File: src/rtl/sdwc_pkg.sv
// Shared types, constants and coefficient table for the crossfade block.
// No dependencies.
package sdwc_pkg;

   localparam int SAMPLE_W    = 24;
   localparam int GAIN_W      = 17;
   localparam int LEN_W       = 13;
   localparam int DIVR_W      = 12;
   localparam int T_W         = 31;
   localparam int MUL_W       = 32;
   localparam int PROD_W      = 64;
   localparam int MACC_W      = 42;
   localparam int GNUM_W      = 47;
   localparam int CNT_W       = 5;
   localparam int TDIV_STEPS  = 30;
   localparam int GDIV_STEPS  = 17;
   localparam int MIX_STEPS   = 4;
   localparam int COEF_LAST   = 5;

   localparam logic [LEN_W-1:0]  LEN_RESET  = 13'd480;
   localparam logic [LEN_W-1:0]  MAX_FADE   = 13'd4096;
   localparam logic [T_W-1:0]    Q30_ONE    = 31'h4000_0000;
   localparam logic [GAIN_W-1:0] GAIN_ONE   = 17'h1_0000;

   localparam logic [1:0] OP_FRAME = 2'd0;
   localparam logic [1:0] OP_START = 2'd1;
   localparam logic [1:0] OP_ABORT = 2'd2;

   typedef enum logic [3:0] {
      ST_IDLE, ST_TDIV_INIT, ST_TDIV, ST_SN_SQ, ST_SN_X2, ST_SN_MUL, ST_SN_ADD,
      ST_SN_MULX, ST_SN_SAVE, ST_GD_INIT, ST_GD_STEP, ST_ONE, ST_MX_MUL, ST_MX_ADD,
      ST_EMIT
   } state_type;

   typedef enum logic [3:0] {
      DP_NOP, DP_LOAD, DP_DIV_INIT, DP_DIV_STEP, DP_MUL_XX, DP_SET_X2, DP_MUL_ACC_X2,
      DP_ACC_ADD, DP_MUL_ACC_X, DP_SIN_SAVE, DP_GDIV_INIT, DP_GDIV_STEP, DP_GAIN_ONE,
      DP_MUL_MIX, DP_MIX_ADD, DP_EMIT
   } dp_op_type;

   typedef struct packed {
      dp_op_type         op;
      logic              sel;
      logic [2:0]        coef_idx;
      logic [1:0]        mix_idx;
      logic              pass;
      logic [DIVR_W-1:0] pos;
      logic [DIVR_W-1:0] divisor;
      logic              fading;
      logic [LEN_W-1:0]  frames_left;
   } dp_cmd_type;

   // Odd sine polynomial coefficients, signed Q1.30, lowest order first.
   function automatic logic signed [MUL_W-1:0] sin_coef(input logic [2:0] k);
      logic signed [MUL_W-1:0] c;
      case (k)
         3'd0:    c = 32'sd1686629713;
         3'd1:    c = -32'sd693598668;
         3'd2:    c = 32'sd85569306;
         3'd3:    c = -32'sd5026995;
         3'd4:    c = 32'sd172272;
         3'd5:    c = -32'sd3864;
         default: c = '0;
      endcase
      return c;
   endfunction

   function automatic logic [LEN_W-1:0] eff_len(input logic [LEN_W-1:0] len);
      logic [LEN_W-1:0] n;
      if (len == '0)
         n = 13'd1;
      else if (len > MAX_FADE)
         n = MAX_FADE;
      else
         n = len;
      return n;
   endfunction

endpackage

File: src/rtl/sdwc_if.sv
// Channel interfaces: request, response and register write.
// Depends on sdwc_pkg.
interface sdwc_req_if;
   logic                                   valid;
   logic                                   ready;
   logic [1:0]                             operation;
   logic signed [sdwc_pkg::SAMPLE_W-1:0]   wet_left;
   logic signed [sdwc_pkg::SAMPLE_W-1:0]   wet_right;
   logic signed [sdwc_pkg::SAMPLE_W-1:0]   dry_left;
   logic signed [sdwc_pkg::SAMPLE_W-1:0]   dry_right;
   logic                                   block_end;
   modport source (output valid, operation, wet_left, wet_right, dry_left, dry_right,
                   block_end, input ready);
   modport sink (input valid, operation, wet_left, wet_right, dry_left, dry_right,
                 block_end, output ready);
endinterface

interface sdwc_rsp_if;
   logic                                   valid;
   logic                                   ready;
   logic signed [sdwc_pkg::SAMPLE_W-1:0]   mixed_left;
   logic signed [sdwc_pkg::SAMPLE_W-1:0]   mixed_right;
   logic                                   fading;
   logic [sdwc_pkg::LEN_W-1:0]             frames_left;
   logic                                   block_end_out;
   modport source (output valid, mixed_left, mixed_right, fading, frames_left,
                   block_end_out, input ready);
   modport sink (input valid, mixed_left, mixed_right, fading, frames_left,
                 block_end_out, output ready);
endinterface

interface sdwc_csr_if;
   logic                         valid;
   logic                         ready;
   logic [sdwc_pkg::LEN_W-1:0]   data;
   modport source (output valid, data, input ready);
   modport sink (input valid, data, output ready);
endinterface

File: src/rtl/sdwc_datapath.sv
// Crossfade datapath: position divider, shared multiplier, sine polynomial,
// gain divider, mixer with saturation and result registers. Depends on sdwc_pkg.
module sdwc_datapath (
   input  logic                                 clock,
   input  sdwc_pkg::dp_cmd_type                 cmd,
   input  logic signed [sdwc_pkg::SAMPLE_W-1:0] wet_left,
   input  logic signed [sdwc_pkg::SAMPLE_W-1:0] wet_right,
   input  logic signed [sdwc_pkg::SAMPLE_W-1:0] dry_left,
   input  logic signed [sdwc_pkg::SAMPLE_W-1:0] dry_right,
   input  logic                                 block_end,
   output logic signed [sdwc_pkg::SAMPLE_W-1:0] mixed_left,
   output logic signed [sdwc_pkg::SAMPLE_W-1:0] mixed_right,
   output logic                                 fading,
   output logic [sdwc_pkg::LEN_W-1:0]           frames_left,
   output logic                                 block_end_out
);

   localparam int SW = sdwc_pkg::SAMPLE_W;
   localparam int MW = sdwc_pkg::MUL_W;
   localparam int PW = sdwc_pkg::PROD_W;
   localparam int AW = sdwc_pkg::MACC_W;
   localparam int TW = sdwc_pkg::T_W;
   localparam int DW = sdwc_pkg::DIVR_W;
   localparam int GW = sdwc_pkg::GAIN_W;
   localparam int NW = sdwc_pkg::GNUM_W;
   localparam int RW = AW - 16;

   logic signed [SW-1:0] wet_l_ff, wet_r_ff, dry_l_ff, dry_r_ff;
   logic                 blk_ff;
   logic [DW-1:0]        rem_ff;
   logic [TW-1:0]        t_ff;
   logic signed [PW-1:0] prod_ff;
   logic signed [MW-1:0] x2_ff, acc_ff;
   logic [TW-1:0]        s_ff, c_ff;
   logic [MW-1:0]        sum_ff, grem_ff;
   logic [GW-1:0]        glow_ff, gq_ff;
   logic signed [AW-1:0] macc_ff;
   logic signed [SW-1:0] mix_l_ff, mix_r_ff;
   logic signed [SW-1:0] out_l_ff, out_r_ff;
   logic                 fading_ff, blk_out_ff;
   logic [sdwc_pkg::LEN_W-1:0] frames_ff;

   logic [TW-1:0]        x_sel;
   logic [GW-1:0]        dry_g;
   logic signed [MW-1:0] mul_a, mul_b;
   logic signed [PW-1:0] prod_in, prod_adj, prod_sh;
   logic signed [MW-1:0] trq;
   logic [TW-1:0]        clamped;
   logic [DW:0]          r2;
   logic                 r_ge;
   logic [MW-1:0]        sum_in;
   logic [NW-1:0]        gnum;
   logic [MW:0]          gr2;
   logic                 g_ge;
   logic signed [AW-1:0] mbase, msum;
   logic signed [RW-1:0] mres;
   logic signed [SW-1:0] msat;

   always_comb begin
      x_sel = cmd.sel ? TW'(sdwc_pkg::Q30_ONE - t_ff) : t_ff;
      dry_g = GW'(sdwc_pkg::GAIN_ONE - gq_ff);
      case (cmd.op)
         sdwc_pkg::DP_MUL_XX: begin
            mul_a = {1'b0, x_sel};
            mul_b = {1'b0, x_sel};
         end
         sdwc_pkg::DP_MUL_ACC_X2: begin
            mul_a = acc_ff;
            mul_b = x2_ff;
         end
         sdwc_pkg::DP_MUL_ACC_X: begin
            mul_a = acc_ff;
            mul_b = {1'b0, x_sel};
         end
         sdwc_pkg::DP_MUL_MIX: begin
            case (cmd.mix_idx)
               2'd0: begin
                  mul_a = {{(MW-SW){dry_l_ff[SW-1]}}, dry_l_ff};
                  mul_b = {{(MW-GW){1'b0}}, dry_g};
               end
               2'd1: begin
                  mul_a = {{(MW-SW){wet_l_ff[SW-1]}}, wet_l_ff};
                  mul_b = {{(MW-GW){1'b0}}, gq_ff};
               end
               2'd2: begin
                  mul_a = {{(MW-SW){dry_r_ff[SW-1]}}, dry_r_ff};
                  mul_b = {{(MW-GW){1'b0}}, dry_g};
               end
               default: begin
                  mul_a = {{(MW-SW){wet_r_ff[SW-1]}}, wet_r_ff};
                  mul_b = {{(MW-GW){1'b0}}, gq_ff};
               end
            endcase
         end
         default: begin
            mul_a = '0;
            mul_b = '0;
         end
      endcase
      prod_in = mul_a * mul_b;

      // Q30 product, truncated toward zero
      prod_adj = prod_ff[PW-1] ? prod_ff + 64'sd1073741823 : prod_ff;
      prod_sh  = prod_adj >>> 30;
      trq      = prod_sh[MW-1:0];
      if (trq < 0)
         clamped = '0;
      else if (trq > 32'sd1073741824)
         clamped = sdwc_pkg::Q30_ONE;
      else
         clamped = trq[TW-1:0];

      r2   = {rem_ff, 1'b0};
      r_ge = r2 >= {1'b0, cmd.divisor};

      sum_in = {1'b0, s_ff} + {1'b0, c_ff};
      gnum   = {s_ff, 16'b0} + NW'(sum_in >> 1);
      gr2    = {grem_ff, glow_ff[GW-1]};
      g_ge   = gr2 >= {1'b0, sum_ff};

      mbase = cmd.mix_idx[0] ? macc_ff : 42'sd32768;
      msum  = mbase + prod_ff[AW-1:0];
      mres  = msum[AW-1:16];
      if (mres > 26'sd8388607)
         msat = 24'sh7FFFFF;
      else if (mres < -26'sd8388608)
         msat = 24'sh800000;
      else
         msat = mres[SW-1:0];
   end

   always_ff @(posedge clock) begin
      case (cmd.op)
         sdwc_pkg::DP_LOAD: begin
            wet_l_ff <= wet_left;
            wet_r_ff <= wet_right;
            dry_l_ff <= dry_left;
            dry_r_ff <= dry_right;
            blk_ff   <= block_end;
         end
         sdwc_pkg::DP_DIV_INIT: begin
            if (cmd.pos >= cmd.divisor) begin
               rem_ff <= DW'(cmd.pos - cmd.divisor);
               t_ff   <= TW'(1);
            end else begin
               rem_ff <= cmd.pos;
               t_ff   <= '0;
            end
         end
         sdwc_pkg::DP_DIV_STEP: begin
            rem_ff <= r_ge ? DW'(r2 - {1'b0, cmd.divisor}) : r2[DW-1:0];
            t_ff   <= {t_ff[TW-2:0], r_ge};
         end
         sdwc_pkg::DP_MUL_XX, sdwc_pkg::DP_MUL_ACC_X2, sdwc_pkg::DP_MUL_ACC_X,
         sdwc_pkg::DP_MUL_MIX: begin
            prod_ff <= prod_in;
         end
         sdwc_pkg::DP_SET_X2: begin
            x2_ff  <= trq;
            acc_ff <= sdwc_pkg::sin_coef(3'(sdwc_pkg::COEF_LAST));
         end
         sdwc_pkg::DP_ACC_ADD: begin
            acc_ff <= sdwc_pkg::sin_coef(cmd.coef_idx) + trq;
         end
         sdwc_pkg::DP_SIN_SAVE: begin
            if (cmd.sel)
               c_ff <= clamped;
            else
               s_ff <= clamped;
         end
         sdwc_pkg::DP_GDIV_INIT: begin
            sum_ff  <= sum_in;
            grem_ff <= MW'(gnum[NW-1:GW]);
            glow_ff <= gnum[GW-1:0];
            gq_ff   <= '0;
         end
         sdwc_pkg::DP_GDIV_STEP: begin
            grem_ff <= g_ge ? MW'(gr2 - {1'b0, sum_ff}) : gr2[MW-1:0];
            glow_ff <= {glow_ff[GW-2:0], 1'b0};
            gq_ff   <= {gq_ff[GW-2:0], g_ge};
         end
         sdwc_pkg::DP_GAIN_ONE: begin
            gq_ff <= sdwc_pkg::GAIN_ONE;
         end
         sdwc_pkg::DP_MIX_ADD: begin
            macc_ff <= msum;
            if (cmd.mix_idx == 2'd1)
               mix_l_ff <= msat;
            if (cmd.mix_idx == 2'd3)
               mix_r_ff <= msat;
         end
         sdwc_pkg::DP_EMIT: begin
            out_l_ff   <= cmd.pass ? wet_l_ff : mix_l_ff;
            out_r_ff   <= cmd.pass ? wet_r_ff : mix_r_ff;
            fading_ff  <= cmd.fading;
            frames_ff  <= cmd.frames_left;
            blk_out_ff <= blk_ff;
         end
         default: begin
         end
      endcase
   end

   assign mixed_left    = out_l_ff;
   assign mixed_right   = out_r_ff;
   assign fading        = fading_ff;
   assign frames_left   = frames_ff;
   assign block_end_out = blk_out_ff;

endmodule

File: src/rtl/sdwc_controller.sv
// Crossfade controller: fade state, length register, sequencing of the
// datapath and the response valid flag. Depends on sdwc_pkg.
module sdwc_controller (
   input  logic                          clock,
   input  logic                          reset,
   input  logic                          req_valid,
   output logic                          req_ready,
   input  logic [1:0]                    req_operation,
   input  logic                          csr_valid,
   output logic                          csr_ready,
   input  logic [sdwc_pkg::LEN_W-1:0]    csr_data,
   output logic                          rsp_valid,
   input  logic                          rsp_ready,
   output sdwc_pkg::dp_cmd_type          cmd
);

   localparam int LW = sdwc_pkg::LEN_W;
   localparam int CW = sdwc_pkg::CNT_W;

   sdwc_pkg::state_type state_ff, state_in;
   logic [CW-1:0] cnt_ff, cnt_in;
   logic [2:0]    k_ff, k_in;
   logic          sel_ff, sel_in;
   logic          pass_ff, pass_in;
   logic [LW-1:0] len_ff, len_in;
   logic [LW-1:0] pos_ff, pos_in;
   logic          active_ff, active_in;
   logic          rsp_valid_ff, rsp_valid_in;

   logic [LW-1:0] n_eff, next_pos;
   logic          fade_more;

   always_ff @(posedge clock) begin
      if (reset) begin
         state_ff     <= sdwc_pkg::ST_IDLE;
         cnt_ff       <= '0;
         k_ff         <= '0;
         sel_ff       <= 1'b0;
         pass_ff      <= 1'b0;
         len_ff       <= sdwc_pkg::LEN_RESET;
         pos_ff       <= sdwc_pkg::LEN_RESET;
         active_ff    <= 1'b0;
         rsp_valid_ff <= 1'b0;
      end else begin
         state_ff     <= state_in;
         cnt_ff       <= cnt_in;
         k_ff         <= k_in;
         sel_ff       <= sel_in;
         pass_ff      <= pass_in;
         len_ff       <= len_in;
         pos_ff       <= pos_in;
         active_ff    <= active_in;
         rsp_valid_ff <= rsp_valid_in;
      end
   end

   always_comb begin
      n_eff     = sdwc_pkg::eff_len(len_ff);
      next_pos  = LW'(pos_ff + 1'b1);
      fade_more = next_pos < n_eff;

      state_in     = state_ff;
      cnt_in       = cnt_ff;
      k_in         = k_ff;
      sel_in       = sel_ff;
      pass_in      = pass_ff;
      len_in       = len_ff;
      pos_in       = pos_ff;
      active_in    = active_ff;
      rsp_valid_in = rsp_valid_ff;
      req_ready    = 1'b0;
      csr_ready    = 1'b1;

      cmd.op          = sdwc_pkg::DP_NOP;
      cmd.sel         = sel_ff;
      cmd.coef_idx    = k_ff;
      cmd.mix_idx     = cnt_ff[1:0];
      cmd.pass        = pass_ff;
      cmd.pos         = pos_ff[sdwc_pkg::DIVR_W-1:0];
      cmd.divisor     = sdwc_pkg::DIVR_W'(n_eff - 1'b1);
      cmd.fading      = !pass_ff && fade_more;
      cmd.frames_left = (!pass_ff && fade_more) ? LW'(n_eff - next_pos) : '0;

      // drop the result once taken
      if (rsp_valid_ff && rsp_ready)
         rsp_valid_in = 1'b0;

      case (state_ff)
         sdwc_pkg::ST_IDLE: begin
            req_ready = 1'b1;
            if (req_valid) begin
               cmd.op = sdwc_pkg::DP_LOAD;
               case (req_operation)
                  sdwc_pkg::OP_START: begin
                     pos_in    = '0;
                     active_in = 1'b1;
                  end
                  sdwc_pkg::OP_ABORT: begin
                     pos_in    = n_eff;
                     active_in = 1'b0;
                  end
                  sdwc_pkg::OP_FRAME: begin
                     if (active_ff && pos_ff < n_eff) begin
                        pass_in  = 1'b0;
                        state_in = (n_eff == LW'(1)) ? sdwc_pkg::ST_ONE
                                                     : sdwc_pkg::ST_TDIV_INIT;
                     end else begin
                        active_in = 1'b0;
                        pass_in   = 1'b1;
                        state_in  = sdwc_pkg::ST_EMIT;
                     end
                  end
                  default: begin
                  end
               endcase
            end
         end
         sdwc_pkg::ST_TDIV_INIT: begin
            cmd.op   = sdwc_pkg::DP_DIV_INIT;
            cnt_in   = '0;
            state_in = sdwc_pkg::ST_TDIV;
         end
         sdwc_pkg::ST_TDIV: begin
            cmd.op = sdwc_pkg::DP_DIV_STEP;
            if (cnt_ff == CW'(sdwc_pkg::TDIV_STEPS - 1)) begin
               sel_in   = 1'b0;
               state_in = sdwc_pkg::ST_SN_SQ;
            end else begin
               cnt_in = CW'(cnt_ff + 1'b1);
            end
         end
         sdwc_pkg::ST_SN_SQ: begin
            cmd.op   = sdwc_pkg::DP_MUL_XX;
            state_in = sdwc_pkg::ST_SN_X2;
         end
         sdwc_pkg::ST_SN_X2: begin
            cmd.op   = sdwc_pkg::DP_SET_X2;
            k_in     = 3'(sdwc_pkg::COEF_LAST - 1);
            state_in = sdwc_pkg::ST_SN_MUL;
         end
         sdwc_pkg::ST_SN_MUL: begin
            cmd.op   = sdwc_pkg::DP_MUL_ACC_X2;
            state_in = sdwc_pkg::ST_SN_ADD;
         end
         sdwc_pkg::ST_SN_ADD: begin
            cmd.op = sdwc_pkg::DP_ACC_ADD;
            if (k_ff == '0) begin
               state_in = sdwc_pkg::ST_SN_MULX;
            end else begin
               k_in     = 3'(k_ff - 1'b1);
               state_in = sdwc_pkg::ST_SN_MUL;
            end
         end
         sdwc_pkg::ST_SN_MULX: begin
            cmd.op   = sdwc_pkg::DP_MUL_ACC_X;
            state_in = sdwc_pkg::ST_SN_SAVE;
         end
         sdwc_pkg::ST_SN_SAVE: begin
            cmd.op = sdwc_pkg::DP_SIN_SAVE;
            if (!sel_ff) begin
               sel_in   = 1'b1;
               state_in = sdwc_pkg::ST_SN_SQ;
            end else begin
               state_in = sdwc_pkg::ST_GD_INIT;
            end
         end
         sdwc_pkg::ST_GD_INIT: begin
            cmd.op   = sdwc_pkg::DP_GDIV_INIT;
            cnt_in   = '0;
            state_in = sdwc_pkg::ST_GD_STEP;
         end
         sdwc_pkg::ST_GD_STEP: begin
            cmd.op = sdwc_pkg::DP_GDIV_STEP;
            if (cnt_ff == CW'(sdwc_pkg::GDIV_STEPS - 1)) begin
               cnt_in   = '0;
               state_in = sdwc_pkg::ST_MX_MUL;
            end else begin
               cnt_in = CW'(cnt_ff + 1'b1);
            end
         end
         sdwc_pkg::ST_ONE: begin
            cmd.op   = sdwc_pkg::DP_GAIN_ONE;
            cnt_in   = '0;
            state_in = sdwc_pkg::ST_MX_MUL;
         end
         sdwc_pkg::ST_MX_MUL: begin
            cmd.op   = sdwc_pkg::DP_MUL_MIX;
            state_in = sdwc_pkg::ST_MX_ADD;
         end
         sdwc_pkg::ST_MX_ADD: begin
            cmd.op = sdwc_pkg::DP_MIX_ADD;
            if (cnt_ff == CW'(sdwc_pkg::MIX_STEPS - 1)) begin
               state_in = sdwc_pkg::ST_EMIT;
            end else begin
               cnt_in   = CW'(cnt_ff + 1'b1);
               state_in = sdwc_pkg::ST_MX_MUL;
            end
         end
         sdwc_pkg::ST_EMIT: begin
            // hold until the output register is free
            if (!rsp_valid_ff || rsp_ready) begin
               cmd.op       = sdwc_pkg::DP_EMIT;
               rsp_valid_in = 1'b1;
               if (!pass_ff) begin
                  pos_in    = next_pos;
                  active_in = fade_more;
               end
               state_in = sdwc_pkg::ST_IDLE;
            end
         end
         default: begin
            state_in = sdwc_pkg::ST_IDLE;
         end
      endcase

      // a register write aborts the fade
      if (csr_valid) begin
         len_in    = csr_data;
         pos_in    = sdwc_pkg::eff_len(csr_data);
         active_in = 1'b0;
      end
   end

   assign rsp_valid = rsp_valid_ff;

endmodule

File: src/rtl/stereo_dry_wet_crossfade.sv
// Channel     Dir  Handshake      Payload
// req_ch      in   valid/ready    operation, wet/dry left/right, block_end
// rsp_ch      out  valid/ready    mixed_left/right, fading, frames_left, block_end_out
// csr_ch      in   valid/ready    fade_length (13 bits)
//
// Start and abort transactions are taken in the idle state and leave the block
// ready. A frame outside a fade goes to the emit state, which loads the result
// registers once the output register is free. A frame inside a fade runs a 30-step
// position divider, two sine polynomials on the shared multiplier, a 17-step gain
// divider and four multiply-accumulates; for length one, the multiply-accumulates alone.
// A new request is taken while a finished result waits; a stalled response holds.
// Reset is synchronous: length 480, no fade running.
module stereo_dry_wet_crossfade (
   input  logic        clock,
   input  logic        reset,
   sdwc_req_if.sink    req_ch,
   sdwc_rsp_if.source  rsp_ch,
   sdwc_csr_if.sink    csr_ch
);

   sdwc_pkg::dp_cmd_type cmd;

   sdwc_controller u_ctrl (
      .clock         (clock),
      .reset         (reset),
      .req_valid     (req_ch.valid),
      .req_ready     (req_ch.ready),
      .req_operation (req_ch.operation),
      .csr_valid     (csr_ch.valid),
      .csr_ready     (csr_ch.ready),
      .csr_data      (csr_ch.data),
      .rsp_valid     (rsp_ch.valid),
      .rsp_ready     (rsp_ch.ready),
      .cmd           (cmd)
   );

   sdwc_datapath u_dp (
      .clock         (clock),
      .cmd           (cmd),
      .wet_left      (req_ch.wet_left),
      .wet_right     (req_ch.wet_right),
      .dry_left      (req_ch.dry_left),
      .dry_right     (req_ch.dry_right),
      .block_end     (req_ch.block_end),
      .mixed_left    (rsp_ch.mixed_left),
      .mixed_right   (rsp_ch.mixed_right),
      .fading        (rsp_ch.fading),
      .frames_left   (rsp_ch.frames_left),
      .block_end_out (rsp_ch.block_end_out)
   );

endmodule

File: src/flat_wrapper.sv
// flat-port wrapper written by rule: the top's interface ports become plain ports
module stereo_dry_wet_crossfade_flat 
  (clock, reset, req_ch_valid, req_ch_operation, req_ch_wet_left, req_ch_wet_right, req_ch_dry_left, req_ch_dry_right, req_ch_block_end, req_ch_ready, rsp_ch_valid, rsp_ch_mixed_left, rsp_ch_mixed_right, rsp_ch_fading, rsp_ch_frames_left, rsp_ch_block_end_out, rsp_ch_ready, csr_ch_valid, csr_ch_data, csr_ch_ready);
  sdwc_req_if req_ch_i ();
  sdwc_rsp_if rsp_ch_i ();
  sdwc_csr_if csr_ch_i ();
  input  logic clock;
  input  logic reset;
  input wire logic [$bits(req_ch_i.valid)-1:0] req_ch_valid;
  input wire logic [$bits(req_ch_i.operation)-1:0] req_ch_operation;
  input wire logic [$bits(req_ch_i.wet_left)-1:0] req_ch_wet_left;
  input wire logic [$bits(req_ch_i.wet_right)-1:0] req_ch_wet_right;
  input wire logic [$bits(req_ch_i.dry_left)-1:0] req_ch_dry_left;
  input wire logic [$bits(req_ch_i.dry_right)-1:0] req_ch_dry_right;
  input wire logic [$bits(req_ch_i.block_end)-1:0] req_ch_block_end;
  output wire logic [$bits(req_ch_i.ready)-1:0] req_ch_ready;
  output wire logic [$bits(rsp_ch_i.valid)-1:0] rsp_ch_valid;
  output wire logic [$bits(rsp_ch_i.mixed_left)-1:0] rsp_ch_mixed_left;
  output wire logic [$bits(rsp_ch_i.mixed_right)-1:0] rsp_ch_mixed_right;
  output wire logic [$bits(rsp_ch_i.fading)-1:0] rsp_ch_fading;
  output wire logic [$bits(rsp_ch_i.frames_left)-1:0] rsp_ch_frames_left;
  output wire logic [$bits(rsp_ch_i.block_end_out)-1:0] rsp_ch_block_end_out;
  input wire logic [$bits(rsp_ch_i.ready)-1:0] rsp_ch_ready;
  input wire logic [$bits(csr_ch_i.valid)-1:0] csr_ch_valid;
  input wire logic [$bits(csr_ch_i.data)-1:0] csr_ch_data;
  output wire logic [$bits(csr_ch_i.ready)-1:0] csr_ch_ready;
  assign req_ch_i.valid = req_ch_valid;
  assign req_ch_i.operation = req_ch_operation;
  assign req_ch_i.wet_left = req_ch_wet_left;
  assign req_ch_i.wet_right = req_ch_wet_right;
  assign req_ch_i.dry_left = req_ch_dry_left;
  assign req_ch_i.dry_right = req_ch_dry_right;
  assign req_ch_i.block_end = req_ch_block_end;
  assign req_ch_ready = req_ch_i.ready;
  assign rsp_ch_valid = rsp_ch_i.valid;
  assign rsp_ch_mixed_left = rsp_ch_i.mixed_left;
  assign rsp_ch_mixed_right = rsp_ch_i.mixed_right;
  assign rsp_ch_fading = rsp_ch_i.fading;
  assign rsp_ch_frames_left = rsp_ch_i.frames_left;
  assign rsp_ch_block_end_out = rsp_ch_i.block_end_out;
  assign rsp_ch_i.ready = rsp_ch_ready;
  assign csr_ch_i.valid = csr_ch_valid;
  assign csr_ch_i.data = csr_ch_data;
  assign csr_ch_ready = csr_ch_i.ready;
  stereo_dry_wet_crossfade u_core (.clock(clock), .reset(reset), .req_ch(req_ch_i), .rsp_ch(rsp_ch_i), .csr_ch(csr_ch_i));
endmodule
File: config.mk
export PLATFORM = sky130hd
export DESIGN_NAME = stereo_dry_wet_crossfade_flat
export DESIGN_NICKNAME = d
export VERILOG_FILES = /design/src/rtl/sdwc_pkg.sv /design/src/rtl/sdwc_if.sv /design/src/rtl/sdwc_datapath.sv /design/src/rtl/sdwc_controller.sv /design/src/rtl/stereo_dry_wet_crossfade.sv /design/src/flat_wrapper.sv
export SDC_FILE = /design/constraint.sdc
export NUM_CORES = 2
export LEC_CHECK = 0
export BUFFER_PORTS_ARGS = -buffer_cell sky130_fd_sc_hd__buf_2
export CAP_MARGIN = 20
export CORE_AREA = 2 2 388 466
export CTS_CLUSTER_DIAMETER = 200
export CTS_CLUSTER_SIZE = 20
export DETAILED_ROUTE_END_ITERATION = 10
export DIE_AREA = 0 0 390 468
export PLACE_DENSITY = 0.63
export RECOVER_POWER = 50
export SLEW_MARGIN = 15
export SYNTH_ARGS = -nofsm -noshare
export SYNTH_HDL_FRONTEND = slang
export SYNTH_SLANG_ARGS = --single-unit
File: constraint.sdc
create_clock -name clock -period 24.2 [get_ports clock]
set_input_delay 1.21 -clock clock [delete_from_list [all_inputs] [get_ports clock]]
set_output_delay 1.21 -clock clock [all_outputs]
set_load 0.05 [all_outputs]
==> Yosys cells after proc, flatten, opt, wreduce, memory -nomap -nowiden <==
Index checks and enable logic that the tools add are counted.
{ "totals": {"inputBits": 117, "out_inout_bits": 66, "elab_cells": 225, "regBits": 623} }
{ "classes": {"mul": 1, "bitwise": 1, "n_addsub": 15, "n_mux": 68, "reduce_logical": 38, "order_cmp": 11, "eq_ne": 58} }
{ "op_table": {"columns": ["op", "count"], "rows": [
  ["$pmux 32 s3", 3],
  ["$pmux 32 s6", 1],
  ["$pmux 32 s2", 2],
  ["$pmux 4 s15", 2],
  ["$mux 13", 8],
  ["$mux 24", 4],
  ["$mux 31", 3],
  ["$mul 32x32->64", 1],
  ["$mux 32", 2],
  ["$add 62x31->62 const B", 1],
  ["$mux 62", 1],
  ["$pmux 31 s2", 1],
  ["$eq 4x4->1 const B", 15],
  ["$pmux 13 s2", 2],
  ["$pmux 17 s3", 1],
  ["$add 47x31->47", 1],
  ["$add 42x42->42", 1],
  ["$mux 42", 1],
  ["$mux 4", 9],
  ["$pmux 17 s2", 1],
  ["$ge 33x32->1", 1],
  ["$add 31x31->32", 1],
  ["$add 32x32->32", 1],
  ["$eq 4x3->1 const B", 8],
  ["other kinds (61)", 121]
]} }

==> Logic depth before layout (Yosys ltp) <==
{ "depth": {"depth_word": 9, "ltp_mapped": 40, "depth_no_buf": 38} }

==> Hierarchy <==
From an unflattened synthesis, not the netlist that was laid out.
{ "hier_totals": {"hier_cells": 7213, "hier_area_um2": 71493.6} }
{ "modules_own_cells": {"columns": ["module", "n_inst", "seq_area_each_um2", "cells_each", "area_each_um2"], "rows": [
  ["sdwc_datapath", 1, 17416.7, 6639, 67284.5],
  ["sdwc_controller", 1, 840.8, 574, 4209.0]
]} }

==> Least setup slack after synthesis <==
Ideal clock, no wire load.
{ "synth_timing": {"path_kind": "register to register", "from": "register u_core.u_ctrl.cnt_ff[0]", "to": "register u_core.u_dp.prod_ff[60] (data pin)", "n_path_buf": 5, "path_slack_ns": 14.020, "t_required_ns": 23.935, "setup_time_ns": 0.265, "path_stages_with_launch": 38, "t_arrival_ns": 9.915, "period_less_slack_ns": 10.180, "path_cell_list": "dfxtp_1 -> clkbuf_1 -> clkbuf_1 -> inv_1 -> ha_1 -> clkbuf_1 -> clkbuf_1 -> a222oi_1 -> nor2_1 -> a21oi_1 -> nor2_1 -> a221oi_1 -> clkbuf_1 -> nor2_1 -> fa_1 -> inv_1 -> fa_1 -> inv_1 -> (+2 left out) -> fa_1 -> inv_1 -> fa_1 -> fa_1 -> fa_1 -> fa_1 -> ha_1 -> a21o_1 -> a21oi_1 -> o21ai_0 -> a2111oi_0 -> a311oi_1 -> a21boi_0 -> o21ai_0 -> a221oi_1 -> o21a_1 -> o21ai_0 -> xor2_1"} }
{ "synth_between": {"elab_chain_cells": 5, "elab_cells_between_ends": 9, "classes_between": "1 x mul; 2 x eq/ne; 4 x mux; 2 x reduce/logical"} }
{ "synth_rtl": {"columns": ["item", "line_no", "source"], "rows": [
  ["start, declared", "sdwc_controller.sv:21", "logic [CW-1:0] cnt_ff, cnt_in;"],
  ["start signal, assigned", "sdwc_controller.sv:46", "cnt_ff <= cnt_in;"],
  ["$eq 2x2->1 / $logic_not 2->1 (equally long branches)", "sdwc_datapath.sv:76", "case (cmd.mix_idx)"],
  ["$reduce_or 2->1 (no source line)", null, null],
  ["$mux 17", "sdwc_datapath.sv:76", null],
  ["$pmux 32 s3", "sdwc_datapath.sv:62", "case (cmd.op)"],
  ["$mul 32x32->64 (*)", "sdwc_datapath.sv:100", "prod_in = mul_a * mul_b;"],
  ["named net u_core.u_dp.prod_in[60]", "sdwc_datapath.sv:46", "logic signed [PW-1:0] prod_in, prod_adj, prod_sh;"],
  ["end signal, assigned", "sdwc_datapath.sv:156", "prod_ff <= prod_in;"],
  ["end, declared", "sdwc_datapath.sv:32", "logic signed [PW-1:0] prod_ff;"]
]} }
Mark *: on every way through the listed nets, which the timed path passes. The rest lies on a longest branch.
A chain may end at the register's enable or synchronous reset.

==> Worst setup path after layout <==
{ "layout_timing": {"from": "register u_core.u_ctrl.cnt_ff[0]", "to": "register u_core.u_dp.prod_ff[63] (data pin)"} }
Same word-level chain as after synthesis.

==> results.md <==
- Power consumption: 4733 uW
- Setup Viol. Count Final: 0
- Worst Hold Class: reg2reg
- Async SR Flop Fraction: 0
- Max_slew headroom: -1.321
- Logic gate share of total power: 0.514
- Critical Path RT: 24.54 ns
- Nets: 8,889
- Worst Hold Launch: u_core.u_dp.blk_ff$_DFFE_PN_
- Failing checks: max-capacitance violations, max-slew violations
- Crit path max fanout: 45
- Switching Fraction: 0.4606
- Root Buffer: clkbuf_16
- Worst hold endpoint: u_core.u_dp.block_end_out$_DFFE_PN_
- CP Launch Type: flop
- Growth of design area from synthesis to finish: 7.035%
- Area leader, netlist: fa_1
- Sw power: 2180 uW
- Die X: 390 microns
- Max Fclk: 0.07291 GHz
- Synth Warn #: 0
- Initial core utilization: 0.3971
- Cells after Synth: 7,216
- Run status: finished, violations left
- First-pass GRT wire length: 347,700 microns
- Fill count: 17,200
- RSZ-0062 raised after global routing: false
- Residual DRC: 0
- Post-CTS Setup Bufs: 0
- Fin Clk Skew: 0.02799 ns
- Post_cts resized: 0
- Worst EP arrival: 14.05 ns
- Power share of the clock group: 0.139
- Vias in the first global route: 56,080
- EDFF count, synth: 580
- Flop2flop setup slack: 10.49 ns
- Final Hold Fails: 0
- H-tree levels: 2
- Seq/Total Area, Yosys: 0.2579
- Post-route ant nets: 0
- Wire per inst: 24.06 microns
- Core footprint: 178,200 sq um
- Top_reg_cell synth: edfxtp_1
- TritonCTS clock tree: done
- WL final: 231,400 microns
- Area of the multi-input gates: 47,050 sq um
- Via count: 53,960
- Initial antenna violation count: 4
- Worst-path clk slew: 0.09 ns
- HPWL after DPL: 178,100 microns
- CP max stage delay: 1.47 ns
- CP endpoint kind: flop
- Total Neg Setup Slack: 0 ns
- Syn_nets: 8,822
- CP max-delay cell: clkbuf_1
- Post-synth top area share: 0.3080
- Clk sinks: 622
- DRT Pass-1 Iters: 8
- RR Endpoint: u_core.u_dp.prod_ff[63]$_DFFE_PP_
- Die Span Y: 468 microns
- FF+latch count, synth: 622
- Inst Count DP: 9,565
- Worst hold path cell count: 0
- Critical path's most frequent cell: fa_1
- VDD IR-drop max: 0.00005220 V
- Area contributors post-synth: fa_1 31%, edfxtp_1 25%, ha_1 7.1%
- Register area: 18,260 sq um
- Io pins: 183
- Share of cells above drive strength 1: 0.06020
- GPL Wtd Cong: 0.9689
- Pleak: 0.03331 uW
- Via/cell ratio: 5.609
- R2R depth: 35
- Synth Cell Area: 70,790 sq um
- Pins Over Slew Limit: 620
- Pin count of the biggest net entering global routing: 69
- Max Buffers Root-to-Sink: 3
- Iter 0 DRT Violations: 4,668
- Syn avg cell area: 9.810 sq um
- Final Critical Period: 13.71 ns
- Final Util: 0.4251
- Number of I/O port buffers: 181
- Post-synthesis cell type count: 84
- Grt total ovfl: 0
- Seq pwr share: 0.347
- Final non-filler cell total: 9,619
- Die area: 182,500 sq um
- CTS buffer count: 37
- Pwr dens: 62.47 nW/um^2
- Maxcap violations: 17
- Worst reg2reg startpoint: u_core.u_ctrl.cnt_ff[0]$_SDFFE_PP0P_
- Cts hold-fix bufs: 0
- Rows: 170
- Share of the clock period used by the worst path: 0.5667
- Tot GR Track Use: 0.2534
- WS Path Type: reg2reg
- Worst-Skew Late Latency: 0.61 ns
- Worst Tran Pin Value: 3.481 ns
- Pint: 2553 uW
## through the flow
step                setup slack [ns]  instance area [sq um]  hold WS (ns)
CTS                            12.65                  75930        0.4352
global placement               12.83                  74890        0.4046
global route                   9.859                  75760        0.4373
floorplan                      14.02                  70790        0.4003
detailed placement             12.68                  74910        0.4163
finish                         10.49                  75770        0.4345
## how the worst max path moves through the flow
| stage | from | endpoint | cells past startpoint |
|---|---|---|---|
| 2_1_floorplan | u_core.u_ctrl.cnt_ff[0]$_SDFFE_PP0P_ | u_core.u_dp.prod_ff[60]$_DFFE_PP_ | 37 |
| 3_3_place_gp | u_core.u_dp.t_ff[0]$_DFFE_PP_ | u_core.u_dp.prod_ff[63]$_DFFE_PP_ | 37 |
| 3_5_place_dp | u_core.u_dp.t_ff[0]$_DFFE_PP_ | u_core.u_dp.prod_ff[63]$_DFFE_PP_ | 38 |
| 4_1_cts | u_core.u_dp.t_ff[0]$_DFFE_PP_ | u_core.u_dp.prod_ff[63]$_DFFE_PP_ | 38 |
| 5_1_grt | u_core.u_ctrl.cnt_ff[0]$_SDFFE_PP0P_ | u_core.u_dp.prod_ff[61]$_DFFE_PP_ | 34 |
| 6_report | u_core.u_ctrl.cnt_ff[0]$_SDFFE_PP0P_ | u_core.u_dp.prod_ff[63]$_DFFE_PP_ | 35 |
## Yosys cell counts, drive strengths merged (53+ instances only)
cell    count
a21o      117
a21oi     256
and2       98
and3       56
clkbuf    261
edfxtp    580
fa       1089
ha        400
inv      1239
mux2       62
nand2     782
nand3      85
nor2      812
nor3       53
o21a       53
o21ai     208
xnor2     233
xor2      101
## layout by cell type (no fill, tap or decap), types with 55 or more instances in the layout
| cell type | Yosys | final |
|---|---|---|
| fa_1 | 1089 | 1089 |
| buf_2 | 18 | 110 |
| and3_1 | 56 | 55 |
| nand3_1 | 85 | 84 |
| clkbuf_1 | 261 | 95 |
| mux2_2 | 62 | 58 |
| nor2_1 | 812 | 806 |
| o21ai_0 | 196 | 196 |
| a21o_1 | 117 | 117 |
| xor2_1 | 101 | 101 |
| buf_4 | 1 | 129 |
| nand2_1 | 782 | 782 |
| and2_1 | 97 | 76 |
| xnor2_1 | 233 | 233 |
| inv_1 | 1238 | 1238 |
| edfxtp_1 | 580 | 580 |
| ha_1 | 400 | 399 |
| a21oi_1 | 256 | 254 |
## cells by family (layout without fill, tap and decap cells)
logic type / Yosys count / count (layout) / share of synthesized area
and+or+nand+nor: 2119 / 2119 / 0.1297
buffers and inverters: 1541 / 1617 / 0.08209
adders and majority gates: 1489 / 1489 / 0.3787
AOI/OAI and AO/OA: 1033 / 1033 / 0.09821
DFF: 622 / 622 / 0.2579
xor gates and xnor gates: 334 / 334 / 0.04133
muxes: 77 / 77 / 0.01198
other: 1 / 6 / 0.00005298
## power groups by stage
stage	clock (uW)	combinational [uW]	sequential (uW)
2_1_floorplan	0	1540	1590
3_3_place_gp	0	2360	1650
3_5_place_dp	0	2400	1650
4_1_cts	674	2410	1630
5_1_grt	706	2610	1650
6_report	658	2430	1640
## worst max-delay path: cells and delay by family (launching register included)
family,cells,cell delay (ns)
and+or+nand+nor,6,1.17
AOI/OAI and AO/OA,10,3.40
adders and majority gates,10,4.86
xor gates and xnor gates,1,0.15
buffers and inverters,8,3.44
DFF,1,0.37
## metal layers
layer / wire length, microns / part of all wire / vias up / GRT usage
li1: - / - / 23430 / -
met1: 86670 / 0.37 / 27370 / 0.3065
met2: 111600 / 0.48 / 2465 / 0.4340
met3: 18170 / 0.079 / 687 / 0.04206
met4: 14940 / 0.065 / 4 / 0.1320
met5: 27 / 0.00012 / - / 0
## flip-flops by register name, indices dropped and copies added, names as in the netlist, 31 cells and up
register             count
u_core.u_dp.sum_ff      32
u_core.u_dp.t_ff        31
u_core.u_dp.c_ff        31
u_core.u_dp.macc_ff     42
u_core.u_dp.s_ff        31
u_core.u_dp.grem_ff     32
u_core.u_dp.prod_ff     63
u_core.u_dp.acc_ff      32
u_core.u_dp.x2_ff       32
## cell type report
class                   instances  share of cell area
flip-flops and latches        622              0.2410
clock inverters                 3           0.0003798
well taps                    2322             0.03835
inverters                    1240             0.06143
repair buffers                329             0.02461
diodes                          5           0.0001651
clock buffers                  45             0.01318
multi-input cells            5053              0.6209
Note: power is estimated with default switching activity, not from simulation.
